### config.mk
export PLATFORM = sky130hd
export DESIGN_NAME = flash_firmware_partition_scanner_core
export DESIGN_NICKNAME = d
export VERILOG_FILES = /design/src/sv/ffps_pkg.sv /design/src/sv/flash_firmware_partition_scanner_core.sv
export VERILOG_INCLUDE_DIRS = /design/src /design/src/sv
export SDC_FILE = /design/constraint.sdc
export NUM_CORES = 2
export LEC_CHECK = 0
export ABC_CLOCK_PERIOD_IN_PS = 23100
export BUFFER_PORTS_ARGS = -buffer_cell sky130_fd_sc_hd__clkbuf_2
export CAP_MARGIN = 20
export CORE_MARGIN = 1
export CORE_UTILIZATION = 35
export CTS_CLUSTER_DIAMETER = 120
export CTS_CLUSTER_SIZE = 12
export DETAILED_ROUTE_END_ITERATION = 10
export GPL_TIMING_DRIVEN = 0
export SLEW_MARGIN = 0
export SYNTH_ARGS = -nofsm -noshare
export SYNTH_HDL_FRONTEND = slang
export SYNTH_SLANG_ARGS = --single-unit
### constraint.sdc
create_clock -name clk -period 23.1 [get_ports clk]
set_input_delay 1.155 -clock clk [delete_from_list [all_inputs] [get_ports clk]]
set_output_delay 1.155 -clock clk [all_outputs]
set_load 0.01 [all_outputs]
### src/sv/flash_firmware_partition_scanner_core_assert.svh
// Assertion macros shared by the flash firmware partition scanner RTL.
`ifndef FLASH_FIRMWARE_PARTITION_SCANNER_CORE_ASSERT_SVH
`define FLASH_FIRMWARE_PARTITION_SCANNER_CORE_ASSERT_SVH

// Checks that the consequent holds in the same cycle as the antecedent.
`define FFPS_ASSERT_IMPLY(label, clk, rst_n, ante, cons) \
	label: assert property (@(posedge clk) disable iff (!rst_n) (ante) |-> (cons)) \
		else $error("assertion failed");

// Checks that the consequent holds in the cycle after the antecedent.
`define FFPS_ASSERT_NEXT(label, clk, rst_n, ante, cons) \
	label: assert property (@(posedge clk) disable iff (!rst_n) (ante) |=> (cons)) \
		else $error("assertion failed");

`endif

### src/sv/ffps_pkg.sv
// Package with constants and types of the flash firmware partition scanner.
package ffps_pkg;

	localparam logic [31:0] SCAN_STEP       = 32'd4096;
	localparam logic [31:0] CFG_SLICE_BYTES = 32'd65536;
	localparam logic [31:0] CFG_ALIGN_MASK  = ~(CFG_SLICE_BYTES - 32'd1);
	localparam logic [31:0] SECTOR_MASK     = 32'h0000_01FF;
	localparam logic [31:0] FLASH_BYTES_RST = 32'd16777216;
	localparam logic [31:0] NO_IMAGE_START  = 32'hFFFF_FFFF;

	localparam logic [1:0] MODE_SCAN    = 2'd0;
	localparam logic [1:0] MODE_HEADER  = 2'd1;
	localparam logic [1:0] MODE_RESTART = 2'd2;

	localparam logic [2:0] KIND_FOUND      = 3'd0;
	localparam logic [2:0] KIND_NOT_FOUND  = 3'd1;
	localparam logic [2:0] KIND_ROOTFS     = 3'd2;
	localparam logic [2:0] KIND_CFG        = 3'd3;
	localparam logic [2:0] KIND_MISALIGNED = 3'd4;
	localparam logic [2:0] KIND_NO_IMAGE   = 3'd5;

	localparam logic [1:0] REG_FLASH_BYTES = 2'd0;
	localparam logic [1:0] REG_IMAGE_MAGIC = 2'd1;
	localparam logic [1:0] REG_AUX_FIRST   = 2'd2;
	localparam logic [1:0] REG_AUX_SECOND  = 2'd3;

	localparam int OUT_DEPTH   = 4;
	localparam int OUT_PTR_W   = 2;
	localparam int OUT_CNT_W   = 3;

	typedef struct packed {
		logic [2:0]  kind;
		logic [31:0] base;
		logic [31:0] length;
		logic [31:0] image_end;
		logic        last;
	} result_t;

endpackage

### src/sv/flash_firmware_partition_scanner_core.sv
// Top level of the flash firmware partition scanner.
//
// The input channel takes one word per handshake: mode 0 carries a sampled flash
// word, mode 1 carries the image length and filesystem offset header words, and
// mode 2 restarts the scan. The output channel returns result words (found, not
// found, rootfs slice, cfg slice, misaligned, no image), with last set on the
// final result of each input word.
// An accepted word is registered in the input stage, evaluated against the scan
// state once the output queue holds two entries or fewer, and its results are
// written into a four-entry output queue, whose head drives the output channel.
// One input word is taken per cycle while the queue holds two entries or fewer;
// a header word that yields two results takes two queue entries.
// When the receiver stalls, the queue fills and in_ready drops until it drains.
// Reset clears the queue and the input stage and restores the registers and the
// scan state to their defaults. The APB port writes the flash size and the magic
// words; the user must do so only while the block is idle, which the block does
// not enforce. Writing the flash size restarts the scan.
module flash_firmware_partition_scanner_core
	import ffps_pkg::*;
(
	input  logic        clk,
	input  logic        arst_n,
	input  logic        psel,
	input  logic        penable,
	input  logic        pwrite,
	input  logic [3:0]  paddr,
	input  logic [31:0] pwdata,
	output logic [31:0] prdata,
	output logic        pready,
	input  logic        in_valid,
	output logic        in_ready,
	input  logic [1:0]  mode,
	input  logic [31:0] flash_word,
	input  logic [31:0] fs_offset_word,
	output logic        out_valid,
	input  logic        out_ready,
	output logic [2:0]  kind,
	output logic [31:0] base,
	output logic [31:0] length,
	output logic [31:0] image_end,
	output logic        last
);

	`include "flash_firmware_partition_scanner_core_assert.svh"

	logic [31:0] flash_bytes_q;
	logic [31:0] image_magic_q;
	logic [31:0] aux_first_q;
	logic [31:0] aux_second_q;

	logic [31:0] scan_offset_q;
	logic [31:0] image_start_q;
	logic [31:0] image_size_q;
	logic [31:0] region_size_q;
	logic [31:0] image_stop_q;
	logic        scan_found_q;
	logic        scan_done_q;

	logic        valid_s1;
	logic [1:0]  mode_s1;
	logic [31:0] word_s1;
	logic [31:0] fs_s1;

	result_t              queue_q [OUT_DEPTH];
	logic [OUT_PTR_W-1:0] wr_ptr_q;
	logic [OUT_PTR_W-1:0] rd_ptr_q;
	logic [OUT_CNT_W-1:0] cnt_q;

	logic        cfg_wr;
	logic        proc;
	logic        pop;
	logic [1:0]  n_push;
	result_t     res0;
	result_t     res1;

	logic [31:0] offset_n;
	logic [31:0] start_n;
	logic [31:0] size_n;
	logic [31:0] region_n;
	logic [31:0] stop_n;
	logic        found_n;
	logic        done_n;
	logic        restart;

	assign pready = 1'b1;
	assign cfg_wr = psel && penable && pwrite && pready;

	always_comb begin
		unique case (paddr[3:2])
			REG_FLASH_BYTES: prdata = flash_bytes_q;
			REG_IMAGE_MAGIC: prdata = image_magic_q;
			REG_AUX_FIRST:   prdata = aux_first_q;
			REG_AUX_SECOND:  prdata = aux_second_q;
			default:         prdata = 32'd0;
		endcase
	end

	assign proc     = valid_s1 && (cnt_q <= OUT_CNT_W'(OUT_DEPTH - 2));
	assign in_ready = !valid_s1 || proc;
	assign pop      = out_valid && out_ready;

	always_comb begin
		logic [31:0] off;
		logic [31:0] next;
		logic [31:0] room;
		logic [31:0] size1;
		logic [31:0] slice_base;
		logic [31:0] slice_len;
		logic        aux_hit;
		off        = scan_offset_q;
		next       = off + SCAN_STEP;
		room       = 32'd0;
		size1      = image_size_q;
		slice_base = image_start_q + fs_s1;
		slice_len  = word_s1 - fs_s1;
		aux_hit    = (aux_first_q != 32'd0 && word_s1 == aux_first_q) ||
		             (aux_second_q != 32'd0 && word_s1 == aux_second_q);
		offset_n = scan_offset_q;
		start_n  = image_start_q;
		size_n   = image_size_q;
		region_n = region_size_q;
		stop_n   = image_stop_q;
		found_n  = scan_found_q;
		done_n   = scan_done_q;
		restart  = 1'b0;
		n_push   = 2'd0;
		res0     = '{kind: KIND_NOT_FOUND, base: 32'd0, length: 32'd0,
		             image_end: 32'd0, last: 1'b1};
		res1     = '{kind: KIND_CFG, base: (image_stop_q - CFG_SLICE_BYTES) & CFG_ALIGN_MASK,
		             length: CFG_SLICE_BYTES, image_end: 32'd0, last: 1'b1};
		case (mode_s1)
			MODE_SCAN: begin
				if (!scan_done_q) begin
					if (off >= region_size_q) begin
						done_n = 1'b1;
						n_push = 2'd1;
					end else begin
						if (image_start_q < off && image_size_q > off && aux_hit) begin
							size1 = off - image_start_q;
						end
						size_n = size1;
						if (image_magic_q != 32'd0 && word_s1 == image_magic_q &&
						    off >= image_start_q) begin
							region_n = off - image_start_q;
							room     = region_n - image_start_q;
							size_n   = (room < size1) ? room : size1;
							stop_n   = size_n + image_start_q;
							found_n  = 1'b1;
							done_n   = 1'b1;
							n_push   = 2'd1;
							res0     = '{kind: KIND_FOUND, base: image_start_q,
							             length: size_n, image_end: stop_n, last: 1'b1};
						end else begin
							if (image_magic_q != 32'd0 && word_s1 == image_magic_q) begin
								start_n = off;
							end
							offset_n = next;
							if (next < off || next >= region_size_q) begin
								done_n = 1'b1;
								n_push = 2'd1;
							end
						end
					end
				end
			end
			MODE_HEADER: begin
				n_push = 2'd1;
				if (!scan_found_q) begin
					res0.kind = KIND_NO_IMAGE;
				end else if ((fs_s1 & SECTOR_MASK) != 32'd0) begin
					res0.kind = KIND_MISALIGNED;
				end else begin
					res0 = '{kind: KIND_ROOTFS, base: slice_base, length: slice_len,
					         image_end: 32'd0, last: 1'b1};
					if ((word_s1 + CFG_SLICE_BYTES) <= image_size_q) begin
						res0.last = 1'b0;
						n_push    = 2'd2;
					end
				end
			end
			MODE_RESTART: begin
				restart = 1'b1;
			end
			default: begin
				n_push = 2'd0;
			end
		endcase
	end

	always_ff @(posedge clk or negedge arst_n) begin
		if (!arst_n) begin
			valid_s1 <= 1'b0;
		end else if (in_ready) begin
			valid_s1 <= in_valid;
		end
	end

	always_ff @(posedge clk) begin
		if (in_ready && in_valid) begin
			mode_s1 <= mode;
			word_s1 <= flash_word;
			fs_s1   <= fs_offset_word;
		end
	end

	always_ff @(posedge clk or negedge arst_n) begin
		if (!arst_n) begin
			flash_bytes_q <= FLASH_BYTES_RST;
			image_magic_q <= 32'd0;
			aux_first_q   <= 32'd0;
			aux_second_q  <= 32'd0;
			scan_offset_q <= 32'd0;
			image_start_q <= NO_IMAGE_START;
			image_size_q  <= FLASH_BYTES_RST;
			region_size_q <= FLASH_BYTES_RST;
			image_stop_q  <= 32'd0;
			scan_found_q  <= 1'b0;
			scan_done_q   <= 1'b0;
		end else if (cfg_wr) begin
			unique case (paddr[3:2])
				REG_FLASH_BYTES: begin
					flash_bytes_q <= pwdata;
					scan_offset_q <= 32'd0;
					image_start_q <= NO_IMAGE_START;
					image_size_q  <= pwdata;
					region_size_q <= pwdata;
					image_stop_q  <= 32'd0;
					scan_found_q  <= 1'b0;
					scan_done_q   <= 1'b0;
				end
				REG_IMAGE_MAGIC: image_magic_q <= pwdata;
				REG_AUX_FIRST:   aux_first_q   <= pwdata;
				REG_AUX_SECOND:  aux_second_q  <= pwdata;
				default:         image_magic_q <= image_magic_q;
			endcase
		end else if (proc) begin
			if (restart) begin
				scan_offset_q <= 32'd0;
				image_start_q <= NO_IMAGE_START;
				image_size_q  <= flash_bytes_q;
				region_size_q <= flash_bytes_q;
				image_stop_q  <= 32'd0;
				scan_found_q  <= 1'b0;
				scan_done_q   <= 1'b0;
			end else begin
				scan_offset_q <= offset_n;
				image_start_q <= start_n;
				image_size_q  <= size_n;
				region_size_q <= region_n;
				image_stop_q  <= stop_n;
				scan_found_q  <= found_n;
				scan_done_q   <= done_n;
			end
		end
	end

	always_ff @(posedge clk or negedge arst_n) begin
		if (!arst_n) begin
			wr_ptr_q <= '0;
			rd_ptr_q <= '0;
			cnt_q    <= '0;
		end else begin
			if (proc) begin
				wr_ptr_q <= wr_ptr_q + OUT_PTR_W'(n_push);
			end
			if (pop) begin
				rd_ptr_q <= rd_ptr_q + OUT_PTR_W'(1);
			end
			cnt_q <= cnt_q + (proc ? OUT_CNT_W'(n_push) : OUT_CNT_W'(0))
			               - (pop ? OUT_CNT_W'(1) : OUT_CNT_W'(0));
		end
	end

	always_ff @(posedge clk) begin
		if (proc && n_push != 2'd0) begin
			queue_q[wr_ptr_q] <= res0;
		end
		if (proc && n_push == 2'd2) begin
			queue_q[wr_ptr_q + OUT_PTR_W'(1)] <= res1;
		end
	end

	assign out_valid = (cnt_q != '0);
	assign kind      = queue_q[rd_ptr_q].kind;
	assign base      = queue_q[rd_ptr_q].base;
	assign length    = queue_q[rd_ptr_q].length;
	assign image_end = queue_q[rd_ptr_q].image_end;
	assign last      = queue_q[rd_ptr_q].last;

	`FFPS_ASSERT_IMPLY(a_queue_bound, clk, arst_n, 1'b1, cnt_q <= OUT_CNT_W'(OUT_DEPTH))
	`FFPS_ASSERT_IMPLY(a_found_is_done, clk, arst_n, scan_found_q, scan_done_q)
	`FFPS_ASSERT_NEXT(a_cfg_follows, clk, arst_n, out_valid && out_ready && !last,
		out_valid && kind == KIND_CFG)

endmodule

Word level (Yosys, flattened, before mapping)
Memories as Yosys holds them, arrays and structs flattened.
Index checks and enable logic that the tools add are counted.
- order comparisons: 9
- mux-type cells: 85
- eq/ne operators: 13
- reductions and logical operators: 38
- add/sub/neg operators: 13
- operator list (cell ; count):
    2-to-1 mux 32 bit ; 44
    2-to-1 mux 98 bit ; 3
    case mux 100 bit (2 select lines) ; 1
    2-to-1 mux 97 bit ; 2
    case mux 32 bit (4 select lines) ; 1
    nonzero test 32 bit ; 4
    == test 32 bit ; 3
    >= comparator 32 bit ; 3
    less-than comparator 32 bit ; 3
    subtractor 32 bit ; 3
    adder 32 bit ; 2
    adder 32 x 13 -> 32 bit, second input constant ; 1
    adder 32 x 17 -> 32 bit, second input constant ; 1
    > comparator 32 bit ; 1
    <= comparator 32 bit ; 1
    subtractor 32 x 17 -> 32 bit, second input constant ; 1
    2-to-1 mux 1 bit ; 27
    logical AND 1 bit ; 13
    AND reduction 6 bit ; 2
    nonzero test 3 bit ; 4
    == test 2 bit, second input constant ; 4
    2-to-1 mux 2 bit ; 4
    AND reduction 2 bit ; 4
    AND reduction 7 bit ; 1
    17 further kinds ; 25
- memories: 1
- RAM bits: 400
- word-level logic and storage cells: 177
- flip-flop bits (word level): 364
- output and inout bits: 135
- input port bits: 109
- memory list (name ; words ; bits a word ; rd ports ; clocked after memory_dff ; wr ports ; line ; text):
    queue_q ; 4 ; 100 ; 1 ; 0 ; 2 ; flash_firmware_partition_scanner_core.sv:64 ; result_t queue_q [OUT_DEPTH];

Depth between registers and ports, before layout
- word-level depth: 18
- mapped depth: 45
- gate-level depth less buffers: 41

Worst setup path after synthesis
No wires, ideal clock.
- path type: reg-to-reg
- from: reg image_start_q[11]
- to: mem queue_q[3][17] (netlist bit)
- path buffers: 3
- slack: 13780 ps
- required time: 22973 ps
- setup time: 127 ps
- arrival: 9192 ps
- clock period less this slack: 9320 ps
- stages on the path, launching flop included: 40
- cell sequence: dfstp_2 nor2b_1 o21bai_1 a31oi_1 o21a_1 o21a_1 o21ai_0 nor3b_1 nor2_1 ha_1 clkbuf_1 nor2_1 o31a_1 a211oi_1 nor2_1 mux2_2 or2_2 ha_1 (+4 left out) o211a_1 and3_1 o31ai_1 buf_2 clkbuf_1 o21ai_0 fa_1 a21o_1 a21oi_1 o21ai_0 a221o_1 a2111oi_0 o311ai_0 a21o_1 a21oi_1 xor2_1 nand2b_1 o21ai_1
- RTL lines (item ; line ; text):
    start, declared ; flash_firmware_partition_scanner_core.sv:52 ; logic [31:0] image_start_q;
    start signal, assigned ; flash_firmware_partition_scanner_core.sv:247 ; image_start_q <= start_n;
    end, declared ; flash_firmware_partition_scanner_core.sv:64 ;

Final worst setup path
- from: reg image_start_q[11]
- to: reg image_stop_q[24]
- word-level cells in the longest chain between the ends: 17
- elaborated cells between the ends (all ways): 23
- those cells by class: 3 x add/sub; 3 x order compare; 12 x mux; 5 x reduce/logical
- ends and longest elaborated chain (item ; line ; text):
    parallel branches: the longest is 17 deep, another holds subtractor 32 bit ; -- ;
    end signal, assigned ; flash_firmware_partition_scanner_core.sv:250 ; image_stop_q <= stop_n;
    end, declared ; flash_firmware_partition_scanner_core.sv:55 ; logic [31:0] image_stop_q;
Several ways; the timed one is not identified. The select of a mux whose other input is x is not followed.
A chain may end at the register's enable or synchronous reset.

==> impl_results.md <==
* Flop pwr share at 25.2%
* Count of hold-fix buffers inserted at cts at 0
* DRT antenna net count at 0
* Max reg flops at 400
* Cell Count Post-Placement at 6168
* Area grow syn2layout at 13.0%
* Net Sw Power at 4.01 mW
* Gr ovfl total at 0
* Initial antenna violation count at 1
* Largest Register: queue_q
* DIE AREA at 121000 sq um
* Slowest stage cell on the critical path: dfstp_2
* CP peak stage delay at 1.20 ns
* Min-Delay Path Class: reg -> reg
* Insertion delay to the later sink of the worst-skew pair at 0.71 ns
* Worst setup SP type: register
* IO Pins at 244
* Reg clk slew, reported paths at 0.07 ns
* Starting Density at 35.4%
* Critical-path maximum fanout at 37
* Port Buf Inserts at 238
* CP Class: reg -> reg
* DRC violation total after the first TritonRoute iteration at 3440
* Worst Path Required at 23.65 ns
* Async set-reset flop share out of synthesis at 35.7%
* WL final at 165000 um
* Chip height at 348 um
* Pint at 4.18 mW
* Drt pass-1 iters at 8
* GPL Wtd Cong at 1.02
* Unique masters post-synth at 86
* Final Non-Filler Cells at 6285
* Critical path data arrival time at 13.99 ns
* CP Buf/Inv Count at 4
* PostCTS Resize Cnt at 0
* Crit path time final at 13.43 ns
* Remaining DRCs at 0
* Layout cells sized above 1 at 14.6%
* Critical path's top delay family: compound AO/OA/AOI/OAI gates
* Row count at 126
* Slew of the pin with the lowest slew margin at 1.16 ns
* Core Area at 119000 sq um
* Mapped Area at 42000 sq um
* Highest clock rate at 74.4 MHz
* Flops & latches, synth at 725
* CP most frequent cell: o21ai_0
* Setup bufs post-CTS at 0
* Final HPWL DP at 132000 um
* First-pass GRT wire length at 239000 um
* Root Buffer Master: clkbuf_16
* RSZ-0062 raised after global routing: no
* Switching Share at 49.0%
* Pwr Density at 173 nW/um^2
* Clock Skews at 0.0343 ns
* Pin count of the biggest net entering global routing at 108
* # clock sinks at 725
* Worst hold slack at 0.447 ns
* Final setup vio count at 0
* CTS tree: yes
* Via density per instance at 5.83
* Sum of negative setup slack at 0 ns
* Max Cap Viol at 0
* Final hold viol count at 0
* Die Wd at 348 um
* Fin. max-slew vios at 0
* Number of global-route vias before repair at 35345
* Via count at 36616
* Tcrit/Tclk final at 58.1%
* Gr usage total at 26.7%
* Clock share of power at 13.7%
* Post-synth top flop: dfxtp_1
* Yosys warning count at 0
* Static leakage at 20.5 nW
* N_diodes at 0
* Worst VDD drop at 0.174 mV
* Logic pwr share at 61.1%
* CTS buffer count at 71
* CTS max path bufs at 3
* Run status: completed
* Fin nets at 5032
* Worst slew margin at 22.2%
* Post-Synthesis Cells at 4311
* Register area share after synthesis at 40.8%
* Number of synthesized flops with an enable pin at 130
* CTS H-tree lvls at 3
* Syn_area_per_cell at 9.74 sq um
* CP Capture Type: register
* WL/cell at 26.3 um
## power groups by stage
stage / Clock, mW / Sequential, mW / Combinational, mW
2_1_floorplan: 0 / 1.89 / 3.39
3_3_place_gp: 0 / 2.06 / 4.85
3_5_place_dp: 0 / 2.07 / 4.91
4_1_cts: 1.13 / 2.05 / 4.94
5_1_grt: 1.18 / 2.09 / 5.41
6_report: 1.12 / 2.07 / 5.01
## metrics by stage
| step | setup slack [ns] | utilization (%) | area (sq um) | total power, mW |
|---|---|---|---|---|
| final | 9.67 | 40.1 | 47500 | 8.19 |
| after global routing | 9.37 | 40.1 | 47500 | 8.68 |
| after CTS | 9.79 | 40.1 | 47500 | 8.12 |
| after detailed placement | 9.85 | 38.3 | 45400 | 6.99 |
| after global placement | 9.90 | 38.2 | 45200 | 6.91 |
| after floorplan | 13.78 | - | 42000 | 5.28 |
## cell type report
cell class / count / area, sq um
Fill cell: 11939 / 71100
Multi-Input combinational cell: 3169 / 23200
Sequential cell: 725 / 17100
Tap cell: 1600 / 2000
Clock buffer: 108 / 1920
Timing Repair Buffer: 248 / 1360
Buffer: 232 / 1030
Inverter: 194 / 728
Clock inverter: 9 / 154
## logic make-up after synthesis
group / count (synthesis) / synth area share [%]
buffers and inverters: 426 / 4.18
flip-flops: 725 / 40.8
adder cells (fa/ha/maj): 282 / 8.49
AND/OR/NAND/NOR: 1159 / 12.5
other: 2 / 0.0179
XOR/XNOR: 256 / 5.37
multiplexers: 264 / 10.5
AO/OA/AOI/OAI: 1197 / 18.1
## worst register-to-register path: cells and delay by family, from the launching register on
kind	cells	cell delay, ns
buffers and inverters	4	1.73
AND/OR/NAND/NOR	9	2.00
AO/OA/AOI/OAI	20	5.03
XOR/XNOR	3	1.38
flip-flops	1	1.20
adder cells (fa/ha/maj)	4	1.96
## cells in the final DEF, fill, tap and decap left out, types with 26 or more instances in the layout
cell       instances
nand2_1          561
dfxtp_1          336
o21ai_0          297
ha_1             277
clkbuf_2         240
dfrtp_1          235
a21oi_1          224
inv_1            189
clkbuf_1         173
nor2_1           172
xor2_1           153
mux4_2           132
edfxtp_1         130
a21o_1           109
mux2_2           103
xnor2_1          102
nand3_1           93
nor3_1            79
o21ai_1           79
o22ai_1           77
clkbuf_16         71
a22o_1            70
nor4_1            63
o31ai_1           50
nand4_1           49
o21a_1            43
buf_2             39
a22oi_1           39
nor2b_1           32
o211ai_1          31
nand2b_1          30
buf_4             30
mux2i_1           29
buf_1             28
a31oi_1           26
## layer usage
metal  GRT usage, %  wire length [um]  vias to the layer above
li1               -                 -                    16438
met1           35.1             68700                    18165
met2           43.2             75900                     1697
met3           4.30             13100                      314
met4           11.7              7780                        2
met5              0                12                        -
## synth_stat cells (all sizes together) (20+ instances only)
cell,instances,area [sq um]
xnor2,102,893
nor2,172,646
inv,193,724
o21a,43,323
a21o,109,818
nand2b,30,188
dfrtp,235,5880
dfstp,24,631
mux4,132,2970
a211oi,24,185
mux2i,29,290
mux2,103,1160
buf,93,503
nand2,561,2110
nor3,79,395
nor4,64,415
o22ai,77,482
xor2,153,1340
nand4,50,319
clkbuf,139,526
a22o,70,613
nor2b,32,200
edfxtp,130,3900
ha,277,3470
o21ai,377,1890
a22oi,39,293
o211ai,31,233
o21bai,20,150
o31ai,50,375
nand3,93,465
a21oi,228,1160
a31oi,26,163
and3,23,144
dfxtp,336,6730
## worst paths after layout
kind                                   startpoint                 to  slack (ns)  depth (start not counted)
worst max-delay path            image_start_q[11]   image_stop_q[24]        9.67                         40
worst min-delay path               queue_q[2][78]     queue_q[2][78]        0.45                          2
worst max register to register  image_start_q[11]   image_stop_q[24]        9.67                         40
worst min register to register     queue_q[2][78]     queue_q[2][78]        0.45                          2
max in group asynchronous                  arst_n  image_start_q[29]       21.51                          2
min in group asynchronous                  arst_n     aux_first_q[9]        0.53                          1
(Power assumes the default switching activity.)
